`src/rtl/core/cig_pkg.sv`:
```
// ----------------------------------------------------------------------------
// cig_pkg
// Shared widths, angle constants, CORDIC cell record and arctangent table
// for the circle increment generator.
// ----------------------------------------------------------------------------
package cig_pkg;

    localparam int CORDIC_STAGES_DEF = 24;
    localparam int CORDIC_STAGES_MAX = 30;

    localparam int W_CFG  = 32;
    localparam int W_ADDR = 2;
    localparam int W_XY   = 32;
    localparam int W_Z    = 33;
    localparam int W_OP   = 33;
    localparam int W_PROD = 2 * W_OP;

    localparam logic [W_ADDR-1:0] REG_RADIUS   = 2'd0;
    localparam logic [W_ADDR-1:0] REG_RATE     = 2'd1;
    localparam logic [W_ADDR-1:0] REG_PERIOD   = 2'd2;
    localparam logic [W_ADDR-1:0] REG_FREE_RUN = 2'd3;

    // Q3.29 angles
    localparam logic [31:0] TWO_PI_Q29        = 32'd3373259426;
    localparam logic [31:0] PI_Q29            = 32'd1686629713;
    localparam logic [31:0] HALF_PI_Q29       = 32'd843314856;
    localparam logic [31:0] THREE_HALF_PI_Q29 = 32'd2529944570;

    // 1/K in Q1.30
    localparam logic signed [W_XY-1:0] CORDIC_GAIN_Q30 = 32'sd652032874;

    typedef struct packed {
        logic                   vld;
        logic signed [W_XY-1:0] x;
        logic signed [W_XY-1:0] y;
        logic signed [W_Z-1:0]  z;
    } t_cordic;

    function automatic logic [31:0] atan_q30(input int idx);
        logic [31:0] v;
        case (idx)
            0:  v = 32'd843314856;
            1:  v = 32'd497837829;
            2:  v = 32'd263043836;
            3:  v = 32'd133525158;
            4:  v = 32'd67021686;
            5:  v = 32'd33543515;
            6:  v = 32'd16775850;
            7:  v = 32'd8388437;
            8:  v = 32'd4194282;
            9:  v = 32'd2097149;
            10: v = 32'd1048576;
            11: v = 32'd524288;
            12: v = 32'd262144;
            13: v = 32'd131072;
            14: v = 32'd65536;
            15: v = 32'd32768;
            16: v = 32'd16384;
            17: v = 32'd8192;
            18: v = 32'd4096;
            19: v = 32'd2048;
            20: v = 32'd1024;
            21: v = 32'd512;
            22: v = 32'd256;
            23: v = 32'd128;
            24: v = 32'd64;
            25: v = 32'd32;
            26: v = 32'd16;
            27: v = 32'd8;
            28: v = 32'd4;
            29: v = 32'd2;
            default: v = 32'd0;
        endcase
        return v;
    endfunction

endpackage

```
`src/rtl/core/cig_mul.sv`:
```
// ----------------------------------------------------------------------------
// cig_mul
// Shared signed multiplier with a registered product; holds when disabled.
// ----------------------------------------------------------------------------
module cig_mul (
    input  logic                              i_clk,
    input  logic                              i_en,
    input  logic signed [cig_pkg::W_OP-1:0]   i_a,
    input  logic signed [cig_pkg::W_OP-1:0]   i_b,
    output logic signed [cig_pkg::W_PROD-1:0] o_p
);

    logic signed [cig_pkg::W_PROD-1:0] r_p;

    always_ff @(posedge i_clk) begin
        if (i_en) begin
            r_p <= i_a * i_b;
        end
    end

    assign o_p = r_p;

endmodule

```
`config.mk`:
```
export PLATFORM = sky130hd
export DESIGN_NAME = cig_mul
export DESIGN_NICKNAME = d
export VERILOG_FILES = /design/src/rtl/core/cig_pkg.sv /design/src/rtl/core/cig_mul.sv
export SDC_FILE = /design/constraint.sdc
export NUM_CORES = 2
export LEC_CHECK = 0
export ABC_AREA = 1
export BUFFER_PORTS_ARGS = -buffer_cell sky130_fd_sc_hd__buf_2
export CAP_MARGIN = 5
export CORE_MARGIN = 4
export CORE_UTILIZATION = 35
export CTS_CLUSTER_SIZE = 25
export DETAILED_ROUTE_END_ITERATION = 10
export GPL_TIMING_DRIVEN = 0
export PLACE_DENSITY_LB_ADDON = 0.1
export SLEW_MARGIN = 15
export SYNTH_ARGS = -nofsm -noshare
export SYNTH_HDL_FRONTEND = slang
export SYNTH_SLANG_ARGS = --single-unit
```
`constraint.sdc`:
```
create_clock -name i_clk -period 23.1 [get_ports i_clk]
set_input_delay 1.155 -clock i_clk [delete_from_list [all_inputs] [get_ports i_clk]]
set_output_delay 1.155 -clock i_clk [all_outputs]
set_load 0.01 [all_outputs]
```
==> results.ini <==
[yosys]
synth-compound-area-share_pct = 1.36
synth_fa_ha_area_share_pct = 58.5
yosysUniqueCellTypes = 35
cell_accounting_for_the_most_synthesized_area = sky130_fd_sc_hd__fa_1
ys_seq_area_share_pct = 4.52
number_of_register_bits_inferred_by_synthesis = 66
synth_top_family_by_area = adder cells
synth_xor_xnor_area_share_pct = 0.819
number_of_instances_in_the_synthesized_netlist = 5543
post-synth-top-area-fraction_pct = 52.3
synth_nets = 6973
synthesis.area_per_instance_um2 = 7.91
yosys_warnings = 0
mappedNetlistArea_mm2 = 0.0438
muxShareOfSynthArea_pct = 0
top_cells_by_area_in_the_synthesized_netlist = sky130_fd_sc_hd__fa_1, sky130_fd_sc_hd__inv_1, sky130_fd_sc_hd__nand2_1
yosys.area_share.simple_pct = 16.3

[clock_tree]
post-cts-setup-buffers = 0
h_tree_lvls = 3
cts_hold_repair.buffers = 0
clock_tree.root_cell = sky130_fd_sc_hd__clkbuf_16
post_cts_resize_count = 0
tritoncts_clock_tree = done
clock_input_transition_at_the_sequential_cells_of_the_worst_setup_and_hold_paths_ps = 60
clock_sinks = 66
numCtsBuffers = 9
cts_max_path_buffers = 2

[setup_path]
worst_path_most_repeated_cell = sky130_fd_sc_hd__fa_1
crit_required_ps = 23200
timing.critical_path.slowest_cell_delay_ps = 890
worst_setup_path_end_kind = register
path_cells = clkbuf_1 > clkbuf_1 > nand2_1 > fa_1 > fa_1 > fa_1 > inv_1 > fa_1 > fa_1 > fa_1 > fa_1 > inv_1 > fa_1 > inv_1 > ha_1 > nand2_1 > nor2_1 > nand3_1 > nor2_1 > o21ai_0 > nand4_1 > nand2_1
critPathKind = input pin to register
crit_start_category = input pin
cp_num_cells = 22
worst_path_dominant_cell_family = adder cells
critPathMaxFanout = 10
setup.worst_path.end = o_p[57]
worst_setup_sp = i_b[11]
timing.critical_path.slowest_stage_cell = sky130_fd_sc_hd__clkbuf_1
worstPathArrival_ps = 9930
worstPathBufferInverterCount = 5

[finish]
layout.cells.non_filler = 7277
final_cell_area_mm2 = 0.0467
layout_common_cells = sky130_fd_sc_hd__inv_1, sky130_fd_sc_hd__nand2_1, sky130_fd_sc_hd__fa_1
post_route_cells_drive_above_1_share_pct = 3.02
layout_commonest_cell = sky130_fd_sc_hd__inv_1
area.growth.synth_to_final_pct = 6.46
largest_reg_flops = 66
design.final.nets = 7056

[floorplan]
top_level_ports = 134
die_w_um = 362
die-height_um = 362
fp.dieArea_mm2 = 0.131
placement_rows = 129
initial_utilization_pct = 35.3
core-area_mm2 = 0.124

[place]
placed_area_mm2 = 0.0463
dp_hpwl_um = 158000
globalplace.congestion = 0.967
port-buffer-count = 68
placedCellCount = 7252

[sta]
fmaxAchievable_ghz = 0.102
setup-tns-final_ps = 0
max-slew-margin-rel_pct = 11.8
finalHoldViolCount = 0
tightestPinTransition_ps = 1320
unrepaired_setup_endpoints_after_global_routing = false
report.final.slew_viol_count = 0
finalCriticalPeriod_ps = 9840
final_critical_path_share_of_the_clock_period_pct = 42.6
setup_viol = 0

[global_routing]
antenna_found_initial = 15
grt_pass1_vias = 38100
global_route.overflow_total = 0
wire_length_of_the_first_global_routing_pass_um = 270000
grt_max_degree = 56
overall_fraction_of_global_route_tracks_in_use_pct = 29.1

[detailed_routing]
dr_total_vias = 35200
drc = 0
wirelength_um = 187000
drt.antenna.violating_nets = 0
routed_wire_length_per_instance_um = 25.7
dr.first_iter.drc_count = 3173
avgViaCountPerCell = 4.83
drt_pre_antenna_iters = 6

[min_path]
hold_class = input pin to register
hold_path.startpoint = i_en

[outcome]
run_status = finished clean

[job]
max_cap_viol_count = 0

## routing by layer
metal / global-route usage [%] / routed length, um
met2: 48.1 / 86600
met4: 11.7 / 9620
met5: 0 / 34
met1: 38.6 / 77600
met3: 4.38 / 13100
## per-stage QoR
stage	hold slack, ps	worst slack, ps	util (%)
global route	1180	12990	37.6
CTS	1180	13340	37.6
finish	1190	13260	37.6
detailed placement	1540	12990	37.3
global placement	1570	12400	37.2
floorplan	1270	15050	-
## cell families (layout without fill, tap and decap cells)
family,after synthesis,in the layout
buf+inv,2158,2246
simple gates,1810,1810
fa+ha+maj,1362,1362
compound gates,106,106
flops,66,66
xor+xnor,41,41
other cells,0,9
## area by class of cell
| class | count | area (um^2) |
|---|---|---|
| fillers | 13400 | 77500 |
| multi-input cells | 3319 | 33800 |
| inverters | 1895 | 7110 |
| well taps | 1637 | 2050 |
| flip-flops and latches | 66 | 1980 |
| plain buffers | 263 | 1010 |
| repair buffers | 72 | 413 |
| clock buffers | 9 | 225 |
| clock inverters | 7 | 93.8 |
| diodes | 9 | 22.5 |
## worst min-delay path by stage
stage | end | cells after the start | slack (ps)
6_report | o_p[15] | 1 | 1190
5_1_grt | o_p[15] | 1 | 1180
4_1_cts | o_p[13] | 1 | 1180
3_5_place_dp | o_p[13] | 1 | 1540
3_3_place_gp | o_p[40] | 1 | 1570
2_1_floorplan | o_p[0] | 0 | 1270
## Yosys cell counts
cell                       count
sky130_fd_sc_hd__or2_1         1
sky130_fd_sc_hd__fa_1       1145
sky130_fd_sc_hd__a21oi_1      61
sky130_fd_sc_hd__o21ai_0      19
sky130_fd_sc_hd__nor2_1      131
sky130_fd_sc_hd__or2_2         5
sky130_fd_sc_hd__a21o_1        2
sky130_fd_sc_hd__nor3_2        1
sky130_fd_sc_hd__nand3_2       8
sky130_fd_sc_hd__nor2_4        3
sky130_fd_sc_hd__a21oi_2       4
sky130_fd_sc_hd__nor3_1        7
sky130_fd_sc_hd__a21boi_0      1
sky130_fd_sc_hd__clkbuf_1    262
sky130_fd_sc_hd__nand4_1      19
sky130_fd_sc_hd__nor4_2        1
sky130_fd_sc_hd__buf_1         1
sky130_fd_sc_hd__nor2_2       20
sky130_fd_sc_hd__xor2_1       37
sky130_fd_sc_hd__o21ai_1       3
sky130_fd_sc_hd__edfxtp_1     66
sky130_fd_sc_hd__o21a_1        1
sky130_fd_sc_hd__and2_1        2
sky130_fd_sc_hd__nand3b_1      3
sky130_fd_sc_hd__and2_0        1
sky130_fd_sc_hd__xnor2_1       4
sky130_fd_sc_hd__nand2_2      17
sky130_fd_sc_hd__nand3_1      70
sky130_fd_sc_hd__o21ai_2       1
sky130_fd_sc_hd__inv_2         1
sky130_fd_sc_hd__inv_1      1894
sky130_fd_sc_hd__nand2_1    1517
sky130_fd_sc_hd__nor4_1        4
sky130_fd_sc_hd__ha_1        217
sky130_fd_sc_hd__o21bai_1     14
Power is left out: the tool's default activity adds up to more than one toggle a clock period on the data nets, which glitch-free logic cannot reach.
