[config.mk]
export PLATFORM = sky130hd
export DESIGN_NAME = cig_cordic_cell
export DESIGN_NICKNAME = d
export VERILOG_FILES = /design/src/rtl/core/cig_pkg.sv /design/src/rtl/core/cig_cordic_cell.sv
export SDC_FILE = /design/constraint.sdc
export NUM_CORES = 1
export LEC_CHECK = 0
export ABC_AREA = 1
export BUFFER_PORTS_ARGS = -buffer_cell sky130_fd_sc_hd__buf_4
export CELL_PAD_IN_SITES_DETAIL_PLACEMENT = 1
export CELL_PAD_IN_SITES_GLOBAL_PLACEMENT = 1
export CORE_UTILIZATION = 43
export CTS_BUF_LIST = sky130_fd_sc_hd__clkbuf_8
export DETAILED_ROUTE_END_ITERATION = 8
export PLACE_DENSITY = 0.95
export REMOVE_ABC_BUFFERS = 1
export SLEW_MARGIN = 20
export SYNTH_ARGS = -nofsm -noshare
export SYNTH_HDL_FRONTEND = slang
export SYNTH_SLANG_ARGS = --single-unit
[constraint.sdc]
create_clock -name i_clk -period 6.8 [get_ports i_clk]
set_input_delay 1.7 -clock i_clk [delete_from_list [all_inputs] [get_ports i_clk]]
set_output_delay 1.7 -clock i_clk [all_outputs]
set_load 0.02 [all_outputs]
[src/rtl/core/cig_pkg.sv]
// ----------------------------------------------------------------------------
// cig_pkg
// Shared widths, angle constants, CORDIC cell record and arctangent table
// for the circle increment generator.
// ----------------------------------------------------------------------------
package cig_pkg;

    localparam int CORDIC_STAGES_DEF = 24;
    localparam int CORDIC_STAGES_MAX = 30;

    localparam int W_CFG  = 32;
    localparam int W_ADDR = 2;
    localparam int W_XY   = 32;
    localparam int W_Z    = 33;
    localparam int W_OP   = 33;
    localparam int W_PROD = 2 * W_OP;

    localparam logic [W_ADDR-1:0] REG_RADIUS   = 2'd0;
    localparam logic [W_ADDR-1:0] REG_RATE     = 2'd1;
    localparam logic [W_ADDR-1:0] REG_PERIOD   = 2'd2;
    localparam logic [W_ADDR-1:0] REG_FREE_RUN = 2'd3;

    // Q3.29 angles
    localparam logic [31:0] TWO_PI_Q29        = 32'd3373259426;
    localparam logic [31:0] PI_Q29            = 32'd1686629713;
    localparam logic [31:0] HALF_PI_Q29       = 32'd843314856;
    localparam logic [31:0] THREE_HALF_PI_Q29 = 32'd2529944570;

    // 1/K in Q1.30
    localparam logic signed [W_XY-1:0] CORDIC_GAIN_Q30 = 32'sd652032874;

    typedef struct packed {
        logic                   vld;
        logic signed [W_XY-1:0] x;
        logic signed [W_XY-1:0] y;
        logic signed [W_Z-1:0]  z;
    } t_cordic;

    function automatic logic [31:0] atan_q30(input int idx);
        logic [31:0] v;
        case (idx)
            0:  v = 32'd843314856;
            1:  v = 32'd497837829;
            2:  v = 32'd263043836;
            3:  v = 32'd133525158;
            4:  v = 32'd67021686;
            5:  v = 32'd33543515;
            6:  v = 32'd16775850;
            7:  v = 32'd8388437;
            8:  v = 32'd4194282;
            9:  v = 32'd2097149;
            10: v = 32'd1048576;
            11: v = 32'd524288;
            12: v = 32'd262144;
            13: v = 32'd131072;
            14: v = 32'd65536;
            15: v = 32'd32768;
            16: v = 32'd16384;
            17: v = 32'd8192;
            18: v = 32'd4096;
            19: v = 32'd2048;
            20: v = 32'd1024;
            21: v = 32'd512;
            22: v = 32'd256;
            23: v = 32'd128;
            24: v = 32'd64;
            25: v = 32'd32;
            26: v = 32'd16;
            27: v = 32'd8;
            28: v = 32'd4;
            29: v = 32'd2;
            default: v = 32'd0;
        endcase
        return v;
    endfunction

endpackage

[src/rtl/core/cig_cordic_cell.sv]
// ----------------------------------------------------------------------------
// cig_cordic_cell
// One rotation-mode CORDIC micro-rotation with its own output register.
// ----------------------------------------------------------------------------
module cig_cordic_cell #(
    parameter int IDX = 0
) (
    input  logic             i_clk,
    input  logic             i_rst_n,
    input  cig_pkg::t_cordic i_cell,
    output cig_pkg::t_cordic o_cell
);

    localparam logic signed [cig_pkg::W_Z-1:0] ATAN =
        $signed({1'b0, cig_pkg::atan_q30(IDX)});

    logic                            r_vld;
    logic signed [cig_pkg::W_XY-1:0] r_x;
    logic signed [cig_pkg::W_XY-1:0] r_y;
    logic signed [cig_pkg::W_Z-1:0]  r_z;
    logic signed [cig_pkg::W_XY-1:0] n_x;
    logic signed [cig_pkg::W_XY-1:0] n_y;
    logic signed [cig_pkg::W_Z-1:0]  n_z;
    logic signed [cig_pkg::W_XY-1:0] xs;
    logic signed [cig_pkg::W_XY-1:0] ys;

    always_comb begin
        xs = i_cell.x >>> IDX;
        ys = i_cell.y >>> IDX;
        if (!i_cell.z[cig_pkg::W_Z-1]) begin
            n_x = i_cell.x - ys;
            n_y = i_cell.y + xs;
            n_z = i_cell.z - ATAN;
        end else begin
            n_x = i_cell.x + ys;
            n_y = i_cell.y - xs;
            n_z = i_cell.z + ATAN;
        end
    end

    always_ff @(posedge i_clk) begin
        if (!i_rst_n) begin
            r_vld <= 1'b0;
        end else begin
            r_vld <= i_cell.vld;
        end
    end

    always_ff @(posedge i_clk) begin
        r_x <= n_x;
        r_y <= n_y;
        r_z <= n_z;
    end

    assign o_cell.vld = r_vld;
    assign o_cell.x   = r_x;
    assign o_cell.y   = r_y;
    assign o_cell.z   = r_z;

endmodule

==> summary.txt <==
PortBufs = 197
Drc violations = 0
Post-synth cell types = 43
Die W = 164 um
Mapped Cells = 1973
Hold Path End = r_z[2]
Initial Util = 44.4%
Vias/cell = 5.35
Largest net degree at the start of global routing = 79
Post-synth EDFFs = 0
Post_cts resized = 0
GPL Wtd Cong = 0.954
Area after DPL = 13000 um2
Min Hold Slack = 1.39 ns
CP max-delay cell = buf_4
Final period util = 57.0%
Seq/Total Area, Yosys = 17.2%
Drt wl/cell = 18.1 um
Level count of the clock H-tree = 3
Die footprint = 26900 um2
# nets final = 2373
Setup bufs post-CTS = 0
Setup Viol. Count Final = 0
Commonest non-fill, non-tap cell in the layout = nand2_1
DRT Wirelength = 44700 um
Crit. End Element = flip-flop
Dpl hpwl = 37800 um
Req. time, crit path = 7.14 ns
Initial antenna violation count = 0
Ys async rst share = 0%
Via count = 13300
CP dominant cell by count = nand2_1
# hold bufs at CTS = 0
First-pass GRT wire length = 70500 um
WP data arrival = 4.22 ns
Final cell count without fillers = 2476
CTS tree = yes
Mean Syn Cell Area = 5.73 um2
CTS Buffer Depth = 2
Yosys reg bits = 97
All-Layer GR Usage = 33.7%
Vias in the first global route = 13800
Fin area = 13200 um2
Io pins = 198
Hold Crit Depth = 1
Max Transition Viols Final = 0
Mapped cell area = 11300 um2
# diodes = 0
Ratio of cells with drive above 1 in the final layout = 12.6%
CTS root buf = clkbuf_8
Crit-path max cell delay = 0.72 ns
Main synth FF type = dfxtp_1
Core area = 25500 um2
CTS buffer count = 9
Outcome = finished, final reports clean
Dpl cells = 2460
Max Cap Viol = 0
Clock sinks = 97
Most frequent cells in the layout = nand2_1, inv_1, buf_4, nand3_1, nor2_1
Hold Path Class = input pin to flip-flop
RSZ-0062 raised after global routing = false
Final ANT Viol Nets = 0
Pre-Repair DR Iteration Count = 5
Final setup TNS = 0 ns
Synth-to-Final Area Change = 16.8%
Fill count = 3693
Worst vdd ir = 0.116 mV
Tightest Pin Transition = 0.986 ns
Syn. warnings = 0
Minimum clock period = 3.88 ns
Worst-path clk slew = 0.12 ns
Critical Path Start Type = input pin
Rows = 58
Drt initial violations = 830
Normalized max-slew margin = 34.3%
Worst hold start = i_cell[2]
Final hold violation count = 0
Grt total ovfl = 0
Die height = 164 um
Leak Pwr = 7.75 nW
Worst Path Max Fanout = 78
Crit path cell chain = buf_4 -> buf_4 -> ha_1 -> a21oi_1 -> nor2_1 -> nor2_1 -> nand2_1 -> nand2_1 -> nand2_1 -> a21oi_1 -> xnor2_1
Worst Path Class, Setup = input pin to flip-flop
Power per cell area = 184 nW/um2
Max Freq = 258 MHz
==> where the power goes <==
group	leakage (nW)	switching, W	internal (W)
Sequential	0.818	0.0000406	0.000676
Combinational	6.82	0.000825	0.000427
Clock	0.116	0.000252	0.000212
Total	7.75	0.00112	0.00131
==> cell usage after synthesis, types with 5 or more instances <==
cell type	number	area share, %
ha_1	129	14
dfxtp_1	97	17
o21ai_0	50	2.2
o21bai_1	12	0.80
o22ai_1	9	0.50
nor2_2	9	0.50
inv_1	352	12
inv_2	14	0.47
a21oi_2	5	0.39
nor2_1	137	4.6
nor3_1	13	0.58
nand2_2	13	0.72
o21ai_1	6	0.27
nand4_1	34	1.9
buf_2	17	0.75
a21oi_1	105	4.7
clkbuf_1	7	0.23
nand3_1	174	7.7
xor2_1	37	2.9
nand2_1	687	23
clkinv_1	5	0.17
buf_4	15	1.0
xnor2_1	6	0.47
a21o_1	8	0.53
==> per-layer routing <==
| metal | up-vias | global-route usage, % | part of all wire (%) | wire (um) |
|---|---|---|---|---|
| met4 | 0 | 17.6 | 4.8 | 2140 |
| met5 | - | 0 | 0 | 0 |
| met1 | 6251 | 41.3 | 43 | 19300 |
| met3 | 121 | 4.52 | 5.7 | 2550 |
| li1 | 6451 | - | - | - |
| met2 | 433 | 57.3 | 46 | 20800 |
==> flip-flops by register name, indices dropped and copies added (netlist names) <==
signal,flops
r_y,32
r_z,33
r_x,31
r_vld,1
==> metrics by stage <==
| stage | utilization [%] | worst slack, ns | power [W] |
|---|---|---|---|
| after floorplan | - | 3.13 | 0.00146 |
| after global placement | 50.9 | 2.68 | 0.00192 |
| after detailed placement | 50.9 | 2.54 | 0.00196 |
| after CTS | 51.8 | 2.99 | 0.00243 |
| after global routing | 51.8 | 2.76 | 0.00258 |
| final | 51.8 | 2.92 | 0.00243 |
==> logic make-up (layout without fill, tap and decap cells) <==
| family | after synthesis | in the layout | share of synthesized area [%] |
|---|---|---|---|
| XOR/XNOR | 43 | 43 | 3.33 |
| AO/OA/AOI/OAI | 203 | 203 | 9.84 |
| buffers and inverters | 413 | 586 | 14.4 |
| flip-flops | 97 | 97 | 17.2 |
| adder cells (fa/ha/maj) | 132 | 132 | 14.8 |
| AND/OR/NAND/NOR | 1085 | 1085 | 40.4 |
==> worst max-delay path: cells and delay by family <==
family,cells,cell delay (ns)
and+or+nand+nor,5,0.51
xor gates and xnor gates,1,0.16
buffers and inverters,2,0.81
AOI/OAI and AO/OA,2,0.54
adders and majority gates,1,0.43
==> how the worst max path moves through the flow <==
stage,start,to,cells past startpoint,slack [ns]
final,i_cell[32],r_z[18],11,2.92
after global routing,i_cell[32],r_z[31],13,2.76
after CTS,i_cell[32],r_z[18],11,2.99
after detailed placement,i_cell[32],r_z[18],11,2.54
after global placement,i_cell[32],r_z[18],11,2.68
after floorplan,i_cell[32],r_z[31],12,3.13
==> layout make-up <==
| type | count | area, um2 | share of cell area, % |
|---|---|---|---|
| clock inverters | 7 | 98.8 | 0.749 |
| flip-flops and latches | 97 | 1940 | 14.7 |
| repair buffers | 199 | 1490 | 11.3 |
| well taps | 330 | 413 | 3.13 |
| inverters | 371 | 1390 | 10.6 |
| multi-input cells | 1463 | 7730 | 58.6 |
| clock buffers | 9 | 124 | 0.939 |
No activity file was read; power rests on OpenSTA's default activity.
